$ cat config.mk
export PLATFORM = sky130hd
export DESIGN_NAME = fvdf_cell
export DESIGN_NICKNAME = d
export VERILOG_FILES = /design/src/fvdf_pkg.sv /design/src/fvdf_cell.sv
export SDC_FILE = /design/constraint.sdc
export NUM_CORES = 1
export LEC_CHECK = 0
export BUFFER_PORTS_ARGS = -buffer_cell sky130_fd_sc_hd__buf_4
export CAP_MARGIN = 20
export CORE_MARGIN = 2
export CORE_UTILIZATION = 42
export DETAILED_ROUTE_END_ITERATION = 12
export PLACE_DENSITY_LB_ADDON = 0.08
export SETUP_SLACK_MARGIN = 0.3
export SLEW_MARGIN = 15
export SYNTH_ARGS = -nofsm -noshare
export SYNTH_HDL_FRONTEND = slang
export SYNTH_SLANG_ARGS = --single-unit
$ cat constraint.sdc
create_clock -name clk -period 0.8 [get_ports clk]
set_input_delay 0.16 -clock clk [delete_from_list [all_inputs] [get_ports clk]]
set_output_delay 0.16 -clock clk [all_outputs]
set_load 0.1 [all_outputs]
$ cat src/fvdf_pkg.sv
// Package for the Farrow variable delay filter: sizes, transaction structs,
// control structs and state encodings shared by all modules of the block.
// No dependencies.
package fvdf_pkg;

    localparam int TAPS_DEF    = 48;
    localparam int ORDER_DEF   = 4;
    localparam int SAMPLE_BITS = 16;
    localparam int MU_BITS     = 16;
    localparam int COEF_BITS   = 16;
    localparam int COEF_FRAC   = 13;
    localparam int IDX_BITS    = 8;
    localparam int ACC_W       = 48;

    localparam logic ACT_COEF   = 1'b0;
    localparam logic ACT_SAMPLE = 1'b1;

    typedef struct packed {
        logic                          action;
        logic signed [SAMPLE_BITS-1:0] sample_in;
        logic        [MU_BITS-1:0]     mu_in;
        logic                          start_req;
        logic        [IDX_BITS-1:0]    coef_index;
        logic signed [COEF_BITS-1:0]   coef_value;
    } in_t;

    typedef struct packed {
        logic signed [SAMPLE_BITS-1:0] sample_out;
        logic                          clipped;
    } out_t;

    typedef struct packed {
        logic valid;
        logic first;
        logic last;
    } mac_ctl_t;

    typedef struct packed {
        logic start;
        logic first;
    } hrn_ctl_t;

    typedef enum logic [2:0] {
        ST_IDLE,
        ST_MAC,
        ST_DRAIN,
        ST_HORN,
        ST_HWAIT,
        ST_FINAL
    } state_t;

    typedef enum logic [2:0] {
        HP_IDLE,
        HP_LO,
        HP_HI,
        HP_SUM,
        HP_ACC
    } hrn_phase_t;

endpackage

$ cat src/fvdf_cell.sv
// One cell of the delay chain: a word that takes its neighbor's value when enabled.
// Depends on fvdf_pkg.
module fvdf_cell #(
    parameter int W = fvdf_pkg::SAMPLE_BITS
) (
    input  logic         clk,
    input  logic         rst_n,
    input  logic         en,
    input  logic [W-1:0] d,
    output logic [W-1:0] q
);

    logic [W-1:0] word_reg;
    logic [W-1:0] word_next;

    always_comb
    begin
        word_next = en ? d : word_reg;
    end

    always_ff @(posedge clk or negedge rst_n)
    begin
        if (!rst_n)
        begin
            word_reg <= '0;
        end
        else
        begin
            word_reg <= word_next;
        end
    end

    assign q = word_reg;

endmodule

# After elaboration in Yosys (flattened, before gate mapping)
# Index checks and enable logic that the tools add are counted.
# Widths: inputs -> output; s select.
# word_totals
ff_bits,16
inputBits,19
output_inout_bits,16

# Logic depth before layout (Yosys ltp)
# depth
ltp_word,0
mapped_depth,3

# Worst setup path after synthesis
# Ideal clock, no wire load.
# synth_timing
kind,reg2reg
startpoint,"reg, netlist name q[10]"
endpoint,"reg word_reg[10], in the netlist q[10]"
setup_time_ns,0.126
arrival_ns,1.132
required_time_ns,0.674
path_slack_ns,-0.458
path_stages_with_launch,2
path_buffers,0
synth_period_minus_slack_ns,1.258
path_cell_list,dfrtp_1 mux2_4
# synth_lines
element,line_no,source
end signal: assignment,fvdf_cell.sv:29,word_reg <= word_next;
end: declaration,fvdf_cell.sv:13,logic [W-1:0] word_reg;

# Final worst setup path
# layout_timing
startpoint,"reg word_reg[14], in the netlist q[14]"
endpoint,out q[14]
# layout_lines
element,line_no,source
end: declaration,fvdf_cell.sv:10,output logic [W-1:0] q
# No word-level cell between the ends.

==> flow_metrics.tcl <==
set metrics [dict create \
    status "finished with violations" \
    failed_checks "setup timing" \
    initial_core_util_pct 44.1 \
    slew-limit-headroom_pct 83.2 \
    io_pins 35 \
    critPathRequiredTime_ps 640 \
    critPathArrivalTime_ps 970 \
    critPathKind "flip-flop to primary output" \
    cts_tree "built" \
    powerDensity_nw_per_um2 2170 \
    stdcell_count 90 \
    syn_area_per_cell_um2 19.1 \
    placed_cell_area_um2 953 \
    top_usage_layer "met2" \
    routed_wl_um 1500 \
    cap_viol_max_count 0 \
    hold_class "input pin to flip-flop" \
    setup_viol 32 \
    clk_pin_slew_worst_paths_ps 90 \
    startpoint_type "flip-flop" \
    gp_congestion 0.653 \
    ir_drop_mv 1.62 \
    synth_seq_area_share_pct 61.7 \
    drt_iter0_drc 2 \
    layout-drive-gt1-share_pct 98.6 \
    rsz0062_at_grt "true" \
    cts-root-buf "clkbuf_4" \
    min_period_ps 1130 \
    n_fill_cell 72 \
    largest_register_ffs 16 \
    cts_buffer_depth 2 \
    use_met3_pct 5.53 \
    worst_pin_slew_ps 251 \
    critPathMaxFanout 2 \
    ant_nets 0 \
    netlist_area_um2 649 \
    cp-end-kind "primary output" \
    cts_buffers 3 \
    diodes 0 \
    crit_chain "buf_12" \
    critPathSlowestCell "dfrtp_4" \
    totalPowerFinal_mw 2.68 \
    firstDrtPassIters 2 \
    die_width_um 43.3 \
    core-area_um2 1470 \
    syn_to_final_growth_pct 90.2 \
    ys_seq_elements 16 \
    dp.cells 82 \
    syn_nets 53 \
    layout_setup_ws_ps -329 \
    syn_inst 34 \
    pre_cts_ws_ps -106 \
    global_route.usage.met1_pct 22.5 \
    skew_ps 0 \
    dieArea_um2 1880 \
    final_util_pct 83.9 \
    grtUsageMet2_pct 25.7 \
    io_buffers 34 \
    final_cell_area_um2 1230 \
    yosysUniqueCellTypes 5 \
    h-tree-depth 1 \
    p_leak_nw 0.558 \
    grt_usage_pct 16.5 \
    cpPeakStageDelay_ps 510 \
    grt_pass1_vias 440 \
    timing.final.crit_share_pct 141 \
    grt_first_pass_wirelength_um 2210 \
    yosys_warnings 0 \
    hold_viol_final 0 \
    vias 428 \
    insertion_delay_ps 280 \
    report.final.slew_viol_count 0 \
    fmax_mhz 886 \
    rows 14 \
    path_buf_inv 1 \
    finalNetCount 95 \
    wl_per_cell_um 16.7 \
    antenna_found_initial 0 \
    grt_max_degree 17 \
    cts_num_sinks 16 \
    detail_route.vias_per_cell 4.76 \
    drc 0 \
    crit_family "flip-flops" \
    gr-total-overflow 0 \
    die_h_um 43.3 \
]
==> worst paths after layout <==
path	startpoint	to	slack [ps]	cells after the start
max	q[14]	q[14]	-330	1
min	d[4]	q[4]	100	2
max reg2reg	q[14]	q[14]	-300	3
min reg2reg	q[2]	q[2]	600	1
max in group asynchronous	rst_n	q[1]	350	2
min in group asynchronous	rst_n	q[6]	270	2
==> synthesized netlist by cell type <==
cell / n / area, um2
buf_12: 1 / 20.0
buf_6: 1 / 11.3
dfrtp_1: 16 / 400
mux2_2: 6 / 67.6
mux2_4: 10 / 150
==> cell type report <==
type                       count  area, um2  area share (%)
timing repair buffer          39        514            41.6
clock buffer                   3       22.5            1.82
tap                           16       20.0            1.62
sequential                    16        460            37.3
multi-input combinational     16        218            17.6
==> routing by layer <==
layer	part of all wire, %	routed length (um)
met1	41	610
met2	54	805
met3	5.5	83
met4	0	0
met5	0	0
==> stage by stage <==
step | TNS (ps) | hold WS, ps
floorplan | -3590 | -136
global route | -7380 | 88.4
global placement | -1870 | 27.8
detailed placement | -1950 | 29.2
finish | -6610 | 99.4
CTS | -6340 | 104
==> what timing repair did <==
item / in CTS / in global routing
gates cloned: 0 / 0
buffers inserted: 2 / 2
hold endpoints to repair: 16 / 0
resized for setup: 50 / 3
setup endpoints to repair: 32 / 48
hold buffers: 1 / 0
==> cells by family (layout without fill, tap and decap cells) <==
kind of cell | after synthesis | in the layout | share of synthesized area [%]
buffers and inverters | 2 | 42 | 4.82
multiplexers | 16 | 16 | 33.5
flip-flops | 16 | 16 | 61.7
==> report_power, final <==
part / internal (mW) / total [mW] / switching [mW]
Sequential: 0.943 / 1.04 / 0.0932
Clock: 0.175 / 0.415 / 0.240
Combinational: 0.510 / 1.23 / 0.724
Total: 1.63 / 2.68 / 1.06
==> cell usage in the layout, fill, tap and decap left out <==
cell type      synthesis  layout
mux2_2                 6       6
buf_6                  1       5
dlygate4sd3_1          0       1
buf_12                 1      16
buf_4                  0      17
clkbuf_4               0       3
dfrtp_4                0      16
mux2_4                10      10
Power figures use the tool's default switching activity.
