`config.mk`:
```
export PLATFORM = sky130hd
export DESIGN_NAME = fvdf_horner
export DESIGN_NICKNAME = d
export VERILOG_FILES = /design/src/fvdf_pkg.sv /design/src/fvdf_horner.sv
export SDC_FILE = /design/constraint.sdc
export NUM_CORES = 2
export LEC_CHECK = 0
export BUFFER_PORTS_ARGS = -buffer_cell sky130_fd_sc_hd__buf_2
export CORE_MARGIN = 3
export CORE_UTILIZATION = 47
export CTS_BUF_LIST = sky130_fd_sc_hd__clkbuf_16
export CTS_CLUSTER_SIZE = 12
export DETAILED_ROUTE_END_ITERATION = 8
export PLACE_DENSITY = 0.75
export SETUP_SLACK_MARGIN = 0.15
export SLEW_MARGIN = 0
export SYNTH_ARGS = -nofsm -noshare
export SYNTH_HDL_FRONTEND = slang
export SYNTH_SLANG_ARGS = --single-unit
```
`constraint.sdc`:
```
create_clock -name clk -period 18.49 [get_ports clk]
set_input_delay 0.9245 -clock clk [delete_from_list [all_inputs] [get_ports clk]]
set_output_delay 0.9245 -clock clk [all_outputs]
set_load 0.02 [all_outputs]
```
`src/fvdf_pkg.sv`:
```
// Package for the Farrow variable delay filter: sizes, transaction structs,
// control structs and state encodings shared by all modules of the block.
// No dependencies.
package fvdf_pkg;

    localparam int TAPS_DEF    = 48;
    localparam int ORDER_DEF   = 4;
    localparam int SAMPLE_BITS = 16;
    localparam int MU_BITS     = 16;
    localparam int COEF_BITS   = 16;
    localparam int COEF_FRAC   = 13;
    localparam int IDX_BITS    = 8;
    localparam int ACC_W       = 48;

    localparam logic ACT_COEF   = 1'b0;
    localparam logic ACT_SAMPLE = 1'b1;

    typedef struct packed {
        logic                          action;
        logic signed [SAMPLE_BITS-1:0] sample_in;
        logic        [MU_BITS-1:0]     mu_in;
        logic                          start_req;
        logic        [IDX_BITS-1:0]    coef_index;
        logic signed [COEF_BITS-1:0]   coef_value;
    } in_t;

    typedef struct packed {
        logic signed [SAMPLE_BITS-1:0] sample_out;
        logic                          clipped;
    } out_t;

    typedef struct packed {
        logic valid;
        logic first;
        logic last;
    } mac_ctl_t;

    typedef struct packed {
        logic start;
        logic first;
    } hrn_ctl_t;

    typedef enum logic [2:0] {
        ST_IDLE,
        ST_MAC,
        ST_DRAIN,
        ST_HORN,
        ST_HWAIT,
        ST_FINAL
    } state_t;

    typedef enum logic [2:0] {
        HP_IDLE,
        HP_LO,
        HP_HI,
        HP_SUM,
        HP_ACC
    } hrn_phase_t;

endpackage

```
`src/fvdf_horner.sv`:
```
// Horner evaluation unit: folds branch sums into the accumulator with a
// split multiply by mu, rounding and saturation. Depends on fvdf_pkg.
module fvdf_horner #(
    parameter int TAPS = fvdf_pkg::TAPS_DEF
) (
    input  logic                                   clk,
    input  logic                                   rst_n,
    input  fvdf_pkg::hrn_ctl_t                     ctl,
    input  logic [fvdf_pkg::MU_BITS-1:0]           mu,
    input  logic signed [fvdf_pkg::SAMPLE_BITS + fvdf_pkg::COEF_BITS
                        + $clog2(TAPS)-1:0]        branch,
    output logic                                   busy,
    output logic signed [fvdf_pkg::ACC_W-1:0]      acc
);

    localparam int ACC_W  = fvdf_pkg::ACC_W;
    localparam int HALF_W = ACC_W / 2;
    localparam int MU_W   = fvdf_pkg::MU_BITS;
    localparam int LO_W   = HALF_W + MU_W;
    localparam int HI_W   = (ACC_W - HALF_W) + MU_W + 1;
    localparam int PF_W   = ACC_W + MU_W + 1;
    localparam int SW     = ACC_W + 2;

    localparam logic signed [PF_W-1:0] MU_RND = PF_W'(1) << (MU_W - 1);
    localparam logic signed [SW-1:0] SAT_HI = SW'(signed'({1'b0, {(ACC_W - 1){1'b1}}}));
    localparam logic signed [SW-1:0] SAT_LO = SW'(signed'({1'b1, {(ACC_W - 1){1'b0}}}));

    fvdf_pkg::hrn_phase_t      phase_reg;
    fvdf_pkg::hrn_phase_t      phase_next;
    logic signed [ACC_W-1:0]   acc_reg;
    logic signed [ACC_W-1:0]   acc_next;
    logic [LO_W-1:0]           plo_reg;
    logic [LO_W-1:0]           plo_next;
    logic signed [HI_W-1:0]    phi_reg;
    logic signed [HI_W-1:0]    phi_next;
    logic signed [PF_W-1:0]    full_reg;
    logic signed [PF_W-1:0]    full_next;
    logic signed [PF_W-1:0]    full_shift;
    logic signed [SW-1:0]      step_sum;

    always_comb
    begin
        phase_next = phase_reg;
        unique case (phase_reg)
            fvdf_pkg::HP_IDLE:
            begin
                if (ctl.start && !ctl.first)
                begin
                    phase_next = fvdf_pkg::HP_LO;
                end
            end
            fvdf_pkg::HP_LO:  phase_next = fvdf_pkg::HP_HI;
            fvdf_pkg::HP_HI:  phase_next = fvdf_pkg::HP_SUM;
            fvdf_pkg::HP_SUM: phase_next = fvdf_pkg::HP_ACC;
            fvdf_pkg::HP_ACC: phase_next = fvdf_pkg::HP_IDLE;
            default:          phase_next = fvdf_pkg::HP_IDLE;
        endcase
    end

    always_comb
    begin
        busy = (phase_reg != fvdf_pkg::HP_IDLE);
    end

    always_comb
    begin
        plo_next   = LO_W'(acc_reg[HALF_W-1:0]) * LO_W'(mu);
        phi_next   = HI_W'(signed'(acc_reg[ACC_W-1:HALF_W])) * HI_W'(signed'({1'b0, mu}));
        full_next  = (PF_W'(phi_reg) <<< HALF_W) + signed'(PF_W'(plo_reg)) + MU_RND;
        full_shift = full_reg >>> MU_W;
        step_sum   = SW'(full_shift) + SW'(branch);
        if (step_sum > SAT_HI)
        begin
            acc_next = ACC_W'(SAT_HI);
        end
        else if (step_sum < SAT_LO)
        begin
            acc_next = ACC_W'(SAT_LO);
        end
        else
        begin
            acc_next = ACC_W'(step_sum);
        end
    end

    always_ff @(posedge clk)
    begin
        case (phase_reg)
            fvdf_pkg::HP_IDLE:
            begin
                if (ctl.start && ctl.first)
                begin
                    acc_reg <= ACC_W'(branch);
                end
            end
            fvdf_pkg::HP_LO:  plo_reg  <= plo_next;
            fvdf_pkg::HP_HI:  phi_reg  <= phi_next;
            fvdf_pkg::HP_SUM: full_reg <= full_next;
            fvdf_pkg::HP_ACC: acc_reg  <= acc_next;
            default:
            begin
            end
        endcase
    end

    always_ff @(posedge clk or negedge rst_n)
    begin
        if (!rst_n)
        begin
            phase_reg <= fvdf_pkg::HP_IDLE;
        end
        else
        begin
            phase_reg <= phase_next;
        end
    end

    assign acc = acc_reg;

endmodule

```
# After elaboration in Yosys (flattened, before gate mapping)
# Cells that the tools add are included.
[word_totals] ff_bits=197 in_bits=58 output_inout_bits=49
[op_classes] add_sub_neg=3 n_mul=2 order_cmp=2 n_eq_ne=6 n_mux=6 n_reduce_logical=7
[ops] operator="$mux 48" count=3
[ops] operator="$pmux 48 s2" count=1
[ops] operator="$add 65x17->65 const B" count=1
[ops] operator="$add 65x41->65" count=1
[ops] operator="$add 49x38->50" count=1
[ops] operator="$gt 50x48->1 const B" count=1
[ops] operator="$lt 50x48->1 const B" count=1
[ops] operator="$mul 24x17->41" count=1
[ops] operator="$mul 24x16->40" count=1
[ops] operator="$pmux 3 s4" count=1
[ops] operator="$eq 3x2->1 const B" count=2
[ops] operator="$ne 2x2->1 const B" count=2
[ops] operator="$eq 3x1->1 const B" count=1
[ops] operator="$eq 3x3->1 const B" count=1
[ops] operator="$logic_not 3->1" count=1
[ops] operator="$mux 3" count=1
[ops] operator="$reduce_bool 3->1" count=1
[ops] operator="$logic_and 1x1->1" count=2
[ops] operator="$reduce_and 2->1" count=1
[ops] operator="$reduce_bool 2->1" count=1
[ops] operator="$logic_not 1->1" count=1

# Longest topological paths before layout
[depth] ltp_word=5 mapped_depth=25

# Least setup slack after synthesis
# No wires, ideal clock.
[synth_path] path_kind="input -> register" from="input mu[6] in the netlist's numbering" to="register phi_reg[39] (data pin)" setup_time_ns=0.195 t_arrival_ns=6.943 t_required_ns=18.295 slack_ns=11.352 cell_stages=24 n_path_buf=3 path_cell_list="clkbuf_1 -> clkbuf_1 -> nand2_1 -> fa_1 -> inv_1 -> fa_1 -> inv_1 -> fa_1 -> inv_1 -> fa_1 -> fa_1 -> inv_1 -> fa_1 -> inv_1 -> ha_1 -> clkbuf_1 -> nand4_1 -> nor4_1 -> a41oi_1 -> o31ai_1 -> a21oi_1 -> o311ai_0 -> nand2_1 -> o311ai_0"
[synth_between] elab_chain_cells=1
[synth_rtl] item="start, declared" line_no="fvdf_horner.sv:9" source="input logic [fvdf_pkg::MU_BITS-1:0] mu,"
[synth_rtl] item="$mul 24x17->41" line_no="fvdf_horner.sv:68" source="phi_next = HI_W'(signed'(acc_reg[ACC_W-1:HALF_W])) * HI_W'(signed'({1'b0, mu}));"
[synth_rtl] item="net phi_next[39]" line_no="fvdf_horner.sv:35" source="logic signed [HI_W-1:0] phi_next;"
[synth_rtl] item="end signal, assigned" line_no="fvdf_horner.sv:97" source="fvdf_pkg::HP_HI: phi_reg <= phi_next;"
[synth_rtl] item="end, declared" line_no="fvdf_horner.sv:34" source="logic signed [HI_W-1:0] phi_reg;"
# The timed path passes the listed nets, and every way through them passes these cells.
# A chain may end at the register's enable or synchronous reset.

# Worst setup path after layout
[layout_path] from="input mu[3] in the netlist's numbering" to="register phi_reg[39] (data pin)"
# Same word-level chain as after synthesis.

==> out/qor.csv <==
metric,value,unit
outcome,completed,
via count,26772,
CP Data Required Time,18740,ps
DR DRC count,0,
crit path kind,primary input to flop,
Worst-Margin Slew,1160,ps
Post-Syn Instances,3885,
Worst Path Max Fanout,48,
latest clock arrival within the worst-skew pair,460,ps
Iter 0 DRT Violations,1840,
cts repair resizes,0,
# clock sinks,166,
largest net degree at the start of global routing,50,
initial core utilization,0.478,
vias in the first global route,28011,
Detailed Route WL,90200,um
Setup Skew,10.9,ps
first-pass GRT wire length,148000,um
"Remaining Overflow, GRT",0,
clk slew on worst S/H paths,70,ps
post-synth cell types,78,
Async SR Flop Fraction,0.0181,
Routed WL per cell,18.6,um
endpoint class of the critical path,flop,
Slew headroom,0.227,
FILL cells,6870,
synth warn,0,
die area,79700,um^2
number of vias per cell,5.52,
root buf cell,clkbuf_16,
Setup TNS,0,ps
Post-synth EDFFs,163,
Layout Cells excl Fill,4849,
final number of hold-violating endpoints,0,
Largest register FFs,49,
Layout area overhead,5.43,%
Fmax,129,MHz
number of cell rows,100,
Worst setup SP type,primary input,
Die Wd,282,um
Final Max Slew Viols,0,
DP HPWL,69600,um
# Post-CTS Setup Buffers,0,
Worst EP arrival,8030,ps
Inst Count DP,4816,
Die H,282,um
cts hold-fix bufs,0,
Tcrit/Tclk final,0.421,
drt pass-1 iters,6,
I/O pin cnt,107,
sequential area share after synthesis,0.139,
post-synthesis register bit count,166,
worst min path class,primary input to async pin,
CTS max path bufs,2,
CTS tree,done,
Tot GR Track Use,0.236,
Core Region,75100,um^2
routability cong.,0.929,
MaxCap Viol Count,0,
most frequent cells in the layout,"837 x inv_1, 683 x fa_1, 571 x nand2_1, 300 x and2_1, 276 x ha_1",
initial antenna violation count,3,
port bufs,106,
share of post-route cells with drive strength above 1,0.0498,
"most common cell after layout, fill and taps aside",inv_1,
syn_nets,4902,
endpoints failing setup,0,
Main synth FF type,edfxtp_1,
syn_area_per_cell,9.23,um^2
RSZ-0062 raised after global routing,false,
clock period minus worst slack,7780,ps
fin nets,4883,
Routed Antenna Nets,0,
htree depth,4,
Inserted Clock Buffers,17,
Syn Std Cell Area,35900,um^2
==> layer usage <==
metal	wire, um	track usage
met5	27	0
met4	3490	0.0848
met3	5770	0.0363
met2	42800	0.388
met1	38100	0.320
==> worst max-delay path, stage by stage <==
cell and delay [ps]:
buf_2 850, nand2_1 200, fa_1 570, inv_1 50, fa_1 470, inv_1 50, fa_1 490, inv_1 40
fa_1 460, fa_1 580, inv_1 60, fa_1 540, inv_1 50, ha_1 420, nand4_1 180, nor4_1 330
a41oi_1 190, o31ai_1 300, a21oi_1 150, o311ai_0 540, nand2_1 170, o311ai_0 380
==> through the flow <==
stage / hold slack, ps / util / area [um^2] / worst slack (ps)
after global placement: 543 / 0.495 / 37200 / 10540
after detailed placement: 546 / 0.495 / 37200 / 10340
after global routing: 224 / 0.504 / 37800 / 10300
final: 245 / 0.504 / 37800 / 10710
after floorplan: 508 / - / 35900 / 11350
after CTS: 222 / 0.504 / 37800 / 10850
==> logic make-up after synthesis <==
kind of cell,count (synthesis),share of synthesized area
compound gates,456,0.0861
fa+ha+maj,959,0.478
xor+xnor,155,0.0379
flops,166,0.139
buf+inv,1011,0.107
mux,4,0.00115
simple gates,1134,0.152
==> cell usage after synthesis, types with 23 or more instances <==
master    count  area share
clkbuf_1    156       0.016
xor2_1       52       0.013
o21ai_0      76       0.011
nand3_1      30      0.0042
nor3_1       23      0.0032
nand4_1      26      0.0045
a221o_1      37       0.010
a21oi_1     128       0.018
edfxtp_1    163        0.14
a21o_1       64       0.013
nand2_1     571       0.060
nor2_1       98       0.010
and2_1      300       0.052
xnor2_1     103       0.025
ha_1        276       0.096
fa_1        683        0.38
inv_1       837       0.088
==> layout make-up <==
type                    count  area (um^2)  area share
clock inverters            14          220     0.00582
repair buffers            135          748      0.0198
well taps                 969         1210      0.0321
multi-input cells        2708        27100       0.716
flip-flops and latches    166         4970       0.131
inverters                 838         3150      0.0832
clock buffers              17          425      0.0113
diodes                      2         5.00    0.000132
==> path summary, 6_finish.rpt <==
path / cells after the start / slack (ps) / to / from
min in group clk: 1 / 560 / full_reg[16] / plo_reg[16]
max in group asynchronous: 1 / 18140 / phase_reg[1] / rst_n
max: 22 / 10710 / phi_reg[39] / mu[3]
min reg2reg: 1 / 560 / full_reg[16] / plo_reg[16]
min: 1 / 250 / phase_reg[0] / rst_n
max reg2reg: 21 / 11050 / phi_reg[39] / acc[34]
Power is not shown: default switching activity piles up to over one toggle a cycle in this logic, so the estimate is an artifact.
