File: src/fvdf_pkg.sv
// Package for the Farrow variable delay filter: sizes, transaction structs,
// control structs and state encodings shared by all modules of the block.
// No dependencies.
package fvdf_pkg;

    localparam int TAPS_DEF    = 48;
    localparam int ORDER_DEF   = 4;
    localparam int SAMPLE_BITS = 16;
    localparam int MU_BITS     = 16;
    localparam int COEF_BITS   = 16;
    localparam int COEF_FRAC   = 13;
    localparam int IDX_BITS    = 8;
    localparam int ACC_W       = 48;

    localparam logic ACT_COEF   = 1'b0;
    localparam logic ACT_SAMPLE = 1'b1;

    typedef struct packed {
        logic                          action;
        logic signed [SAMPLE_BITS-1:0] sample_in;
        logic        [MU_BITS-1:0]     mu_in;
        logic                          start_req;
        logic        [IDX_BITS-1:0]    coef_index;
        logic signed [COEF_BITS-1:0]   coef_value;
    } in_t;

    typedef struct packed {
        logic signed [SAMPLE_BITS-1:0] sample_out;
        logic                          clipped;
    } out_t;

    typedef struct packed {
        logic valid;
        logic first;
        logic last;
    } mac_ctl_t;

    typedef struct packed {
        logic start;
        logic first;
    } hrn_ctl_t;

    typedef enum logic [2:0] {
        ST_IDLE,
        ST_MAC,
        ST_DRAIN,
        ST_HORN,
        ST_HWAIT,
        ST_FINAL
    } state_t;

    typedef enum logic [2:0] {
        HP_IDLE,
        HP_LO,
        HP_HI,
        HP_SUM,
        HP_ACC
    } hrn_phase_t;

endpackage

File: src/fvdf_mac.sv
// Coefficient memory and the shared multiply-accumulate unit that forms one branch sum.
// Depends on fvdf_pkg.
module fvdf_mac #(
    parameter int TAPS  = fvdf_pkg::TAPS_DEF,
    parameter int ORDER = fvdf_pkg::ORDER_DEF
) (
    input  logic                                         clk,
    input  logic                                         rst_n,
    input  fvdf_pkg::mac_ctl_t                           ctl,
    input  logic [$clog2((ORDER + 1) * TAPS)-1:0]        rd_addr,
    input  logic [fvdf_pkg::SAMPLE_BITS-1:0]             head,
    input  logic                                         wr_en,
    input  logic [$clog2((ORDER + 1) * TAPS)-1:0]        wr_addr,
    input  logic signed [fvdf_pkg::COEF_BITS-1:0]        wr_data,
    output logic signed [fvdf_pkg::SAMPLE_BITS + fvdf_pkg::COEF_BITS
                        + $clog2(TAPS)-1:0]              sum,
    output logic                                         done
);

    localparam int STORE_DEPTH = (ORDER + 1) * TAPS;
    localparam int PROD_W      = fvdf_pkg::SAMPLE_BITS + fvdf_pkg::COEF_BITS;
    localparam int SUM_W       = PROD_W + $clog2(TAPS);

    logic signed [fvdf_pkg::COEF_BITS-1:0] mem [STORE_DEPTH];

    logic signed [fvdf_pkg::COEF_BITS-1:0] coef_rd_reg;
    logic [fvdf_pkg::SAMPLE_BITS-1:0]      smp1_reg;
    fvdf_pkg::mac_ctl_t                    s1_ctl_reg;
    logic signed [PROD_W-1:0]              prod_reg;
    logic signed [PROD_W-1:0]              prod_next;
    fvdf_pkg::mac_ctl_t                    s2_ctl_reg;
    logic signed [SUM_W-1:0]               sum_reg;
    logic signed [SUM_W-1:0]               sum_next;
    logic                                  done_reg;

    always_ff @(posedge clk)
    begin
        if (wr_en)
        begin
            mem[wr_addr] <= wr_data;
        end
        if (ctl.valid)
        begin
            coef_rd_reg <= mem[rd_addr];
            smp1_reg    <= head;
        end
    end

    always_comb
    begin
        prod_next = coef_rd_reg * signed'(smp1_reg);
        sum_next  = s2_ctl_reg.first ? SUM_W'(prod_reg) : sum_reg + SUM_W'(prod_reg);
    end

    always_ff @(posedge clk)
    begin
        if (s1_ctl_reg.valid)
        begin
            prod_reg <= prod_next;
        end
        if (s2_ctl_reg.valid)
        begin
            sum_reg <= sum_next;
        end
    end

    always_ff @(posedge clk or negedge rst_n)
    begin
        if (!rst_n)
        begin
            s1_ctl_reg <= '0;
            s2_ctl_reg <= '0;
            done_reg   <= 1'b0;
        end
        else
        begin
            s1_ctl_reg <= ctl;
            s2_ctl_reg <= s1_ctl_reg;
            done_reg   <= s2_ctl_reg.valid & s2_ctl_reg.last;
        end
    end

    assign sum  = sum_reg;
    assign done = done_reg;

endmodule

File: config.mk
export PLATFORM = sky130hd
export DESIGN_NAME = fvdf_mac
export DESIGN_NICKNAME = d
export VERILOG_FILES = /design/src/fvdf_pkg.sv /design/src/fvdf_mac.sv
export SDC_FILE = /design/constraint.sdc
export NUM_CORES = 2
export LEC_CHECK = 0
export BUFFER_PORTS_ARGS = -buffer_cell sky130_fd_sc_hd__buf_2
export CORE_MARGIN = 5
export CORE_UTILIZATION = 30
export CTS_BUF_LIST = sky130_fd_sc_hd__clkbuf_2
export CTS_CLUSTER_DIAMETER = 30
export DETAILED_ROUTE_END_ITERATION = 8
export GPL_TIMING_DRIVEN = 0
export HOLD_SLACK_MARGIN = 0.03
export PLACE_DENSITY = 0.47
export SLEW_MARGIN = 10
export SYNTH_ARGS = -nofsm -noshare
export SYNTH_HDL_FRONTEND = slang
export SYNTH_SLANG_ARGS = --single-unit
File: constraint.sdc
create_clock -name clk -period 10.49 [get_ports clk]
set_input_delay 1.5735 -clock clk [delete_from_list [all_inputs] [get_ports clk]]
set_output_delay 1.5735 -clock clk [all_outputs]
set_load 0.05 [all_outputs]
* Word level (Yosys, flattened, before mapping)
Memories as Yosys holds them, arrays and structs flattened. A register that Yosys moved wholly into a read port is not among the register bits.
Cells that the tools add are included.
W data, S select, Z words.
** Operators by class
- Add/subtract/negate cells :: 1
- Mux-type cells :: 3
- Reductions and logical operators :: 0
- Shift-type cells :: 0
- $lt $le $gt $ge :: 0
- Multipliers :: 1
- Divide/modulo/power cells :: 0
- Equal/unequal tests :: 0
- Bitwise gates (word level) :: 1
** Operator list (count)
- $add A38 B32 Y38 :: 1
- $mux W38 :: 1
- $mul A16 B16 Y32 :: 1
- $mux W1 :: 2
- $and A1 B1 Y1 :: 1
** Word-level totals
- Memories :: 1
- Register bits :: 93
- Memory bits (writable) :: 3840
- Bits in latches :: 0
- Output and inout bits :: 39
- Logic and storage cells :: 17
- Memory bits (read-only) :: 0
- Bits of input ports :: 54
** Memory list
- mem :: words 240, bits a word 16, read ports 1, clocked after Yosys merged registers in 1, wr ports 1, RTL line fvdf_mac.sv:24 : logic signed [fvdf_pkg::COEF_BITS-1:0] mem [STORE_DEPTH];

* Logic depth before layout (Yosys ltp)
- Depth after elaboration :: 2
- Depth in mapped cells :: 23

* Worst setup path before layout
No wires, ideal clock.
- Kind :: register to register
- From :: register coef_rd_reg[11] (netlist name), read port of mem
- To :: register prod_reg[31], data pin
- Slack :: 4409 ps
- Arrival :: 5821 ps
- Required time :: 10230 ps
- Cell stages (with the launch flop) :: 22
- Setup time :: 260 ps
- Cell sequence :: edfxtp_1 > clkbuf_1 > nand2_1 > fa_1 > fa_1 > fa_1 > inv_1 > fa_1 > fa_1 > inv_1 > fa_1 > inv_1 > ha_1 > a21o_1 > a21oi_1 > nand2_1 > o22a_1 > a22o_1 > a211oi_1 > o2111ai_1 > a21oi_1 > xnor2_1
** Between the ends
- Word-level cells in the longest chain between the ends :: 1
** RTL lines
- from (decl) :: RTL line fvdf_mac.sv:26 : logic signed [fvdf_pkg::COEF_BITS-1:0] coef_rd_reg;
- $mul A16 B16 Y32 :: RTL line fvdf_mac.sv:51 : prod_next = coef_rd_reg * signed'(smp1_reg);
- via prod_next[31] :: RTL line fvdf_mac.sv:30 : logic signed [PROD_W-1:0] prod_next;
- to (signal assigned) :: RTL line fvdf_mac.sv:59 : prod_reg <= prod_next;
- to (decl) :: RTL line fvdf_mac.sv:29 : logic signed [PROD_W-1:0] prod_reg;
The timed path passes the listed nets, and every way through them passes these cells.
A chain may end at the register's enable or synchronous reset.

* Worst setup path in the final report
- From :: register smp1_reg[2] (netlist name)
- To :: register prod_reg[31], data pin
** Between the ends
- Word-level cells in the longest chain between the ends :: 1
** RTL lines
- from (decl) :: RTL line fvdf_mac.sv:27 : logic [fvdf_pkg::SAMPLE_BITS-1:0] smp1_reg;
- from (signal assigned) :: RTL line fvdf_mac.sv:45 : smp1_reg <= head;
- $mul A16 B16 Y32 :: RTL line fvdf_mac.sv:51
- via prod_next[31] :: RTL line fvdf_mac.sv:30
The timed path passes the listed nets, and every way through them passes these cells.

==> flow_summary.ini <==
[route]
drt-total-wl_um = 502200
drt-initial-drc-count = 9162
vias = 84155
antenna_left = 0
via_per_inst = 5.007
dr.pass1.iters = 7
post_drt_wl_per_cell_um = 29.88
post-route-drc-count = 0

[clock_network]
cts_tree = done
postCtsHoldBufs = 92
clock_path_buffers = 5
clkSlewWorstSetupHoldPaths_ns = 0.09
root_buffer = clkbuf_2
tritoncts_num_sinks = 3949
cts_setup_buffers = 0
cts_resized = 0
cts_made_buffers = 1124
cts_htree_levels = 7
clk_latency_ns = 2.32

[power_and_ir_drop]
power.density_mw_per_mm2 = 225.2
ir_drop_v = 0.0005898
leakage_uw = 0.06144

[critical_path]
start_kind = flip-flop
critical_path_class = reg -> reg
r2r_start = smp1_reg[2]
worst_ep_arrival_time_ns = 9.14
cp_data_required_time_ns = 12.28
r2r_setup_slack_ns = 3.14
reg2reg_depth = 18
r2r_end = prod_reg[31]
critPathMaxFanout = 10
end_kind = flip-flop

[cells_and_area]
nets = 9353
instances_no_fill = 16808
largest_reg_flops = 3840
drive_gt1_frac = 0.3809
area_delta_synth_final_pct = 15.76

[grt]
grt_overflow = 0
grt_pass1_vias = 88626
antenna_found_initial = 57
grt_max_degree = 129
grtUsageTotal = 0.1810
grt_pass1_wl_um = 693000

[die]
io-pin-count = 93
start_util = 0.3004
die_h_um = 745.0
num_rows = 270
core-area_mm2 = 0.5395
dieWidth_um = 745.0
dieArea_mm2 = 0.5550

[hold_path]
holdPathEnd = s2_ctl_reg[0]
worstHoldStart = s1_ctl_reg[0]
min_path_cells = 0
hold_path_class = reg -> reg

[run]
maxCapViolCount = 0

[yosys]
yosys-top-cells-area = edfxtp_1 73%, mux4_2 17%, fa_1 3.2%
synth_edf_count = 3942
ys_seq_area_frac = 0.7315
syn_nets = 7774
synth.top_cells.by_count = 3,942 x edfxtp_1, 1,251 x mux4_2, 296 x inv_1
syn-cell-area_mm2 = 0.1621
yosysWarnings = 0
yosysTopAreaCellShare = 0.7304
synth-main-ff-cell = edfxtp_1
async_reset_ff_frac = 0.001773
yosysTopAreaCell = edfxtp_1
ys_types = 58
synth_seq_cells = 3949
synthMostInstantiatedCell = edfxtp_1
netlist_instances = 7338
postSynthAreaPerCell_um2 = 22.08

[timing]
setup_viol = 0
finalCritPeriodShare = 0.7008
max_freq_mhz = 136.0
relSlewSlack = 0.09481
rsz0062_at_grt = no
fin_crit_ns = 7.352
slew_viol_final = 0
tightest_slew_ns = 1.320
finalHoldViolCount = 0
fin_worst_skew_ns = 0.2590
tns_ns = 0

[status]
run_status = complete, no violations

[place]
dp_cells = 14904
place.gp.congestion = 0.8584
dp_hpwl_um = 351300
io_buffers = 80
## per-layer routing
metal / vias to the layer above / global-route usage / wire [µm]
met5: - / 0 / 120
met4: 18 / 0.06622 / 13890
met3: 793 / 0.04897 / 40050
met2: 3693 / 0.2857 / 238500
met1: 45697 / 0.2402 / 209700
li1: 33954 / - / -
## worst max-delay path: stages (launching register included)
cell and delay, ns:
edfxtp_1 0.69, clkbuf_1 0.61, nand2_1 0.17, fa_1 0.51, fa_1 0.54, fa_1 0.52
inv_1 0.04, ha_1 0.30, fa_1 0.51, fa_1 0.41, ha_1 0.35, a2111oi_0 0.62
a211oi_1 0.23, o22a_1 0.30, a22o_1 0.34, a211oi_1 0.45, o2111ai_1 0.20, a21oi_1 0.20
xnor2_1 0.09
## stage by stage
| step | worst slack (ns) | total power, µW | utilization | cell area (µm²) | hold WS, ns |
|---|---|---|---|---|---|
| 2_1_floorplan | 4.409 | 28280 | - | 162100 | 0.3312 |
| 3_3_place_gp | 1.928 | 31870 | 0.3178 | 171500 | 0.3442 |
| 3_5_place_dp | 2.695 | 31950 | 0.3286 | 177300 | 0.3478 |
| 4_1_cts | 3.065 | 42810 | 0.3474 | 187400 | 0.03480 |
| 5_1_grt | 2.688 | 45270 | 0.3477 | 187600 | 0.2237 |
| 6_report | 3.138 | 42240 | 0.3477 | 187600 | 0.3604 |
## report_power, final
group	internal (µW)	switching (µW)	leakage, µW
sequential	18100	156	0.0356
clock	4340	6390	0.00711
combinational	5570	7640	0.0187
## placed cells by master (no fill, tap or decap), types with 85 or more instances in the layout
cell	count
mux4_2	1251
dlygate4sd3_1	85
and2_1	129
clkbuf_2	1538
edfxtp_1	3942
nand2_1	208
inv_1	296
buf_8	214
buf_2	166
nor2_2	224
fa_1	263
ha_1	119
clkbuf_1	184
clkinv_1	173
## logic make-up (layout without fill, tap and decap cells)
kind of cell	count (synthesis)	in the layout	share of synthesized area
AOI/OAI and AO/OA	262	262	0.01011
xor gates and xnor gates	60	60	0.003243
adders and majority gates	382	382	0.04168
buffers and inverters	670	2894	0.01716
DFF	3949	3949	0.7315
muxes	1285	1285	0.1760
other	0	38	0
and+or+nand+nor	730	730	0.02031
## layout make-up
| type | instances | area [µm²] |
|---|---|---|
| clock buffer | 1496 | 7487 |
| multi-input combinational | 2719 | 41430 |
| buffer | 374 | 1727 |
| fill | 50824 | 351900 |
| timing repair buffer | 453 | 6513 |
| clock inverter | 275 | 1667 |
| tap | 7208 | 9019 |
| antenna | 38 | 95.09 |
| inverter | 296 | 1111 |
| sequential | 3949 | 118600 |
## worst max-delay path by stage
stage	start	endpoint	cells after the start	slack (ns)
floorplan	coef_rd_reg[11]	prod_reg[31]	21	4.41
global placement	rd_addr[1]	coef_rd_reg[12]	9	1.93
detailed placement	rd_addr[4]	coef_rd_reg[12]	8	2.70
CTS	smp1_reg[2]	prod_reg[31]	19	3.07
global route	smp1_reg[2]	prod_reg[31]	19	2.69
finish	smp1_reg[2]	prod_reg[31]	18	3.14
(Power assumes the default switching activity.)
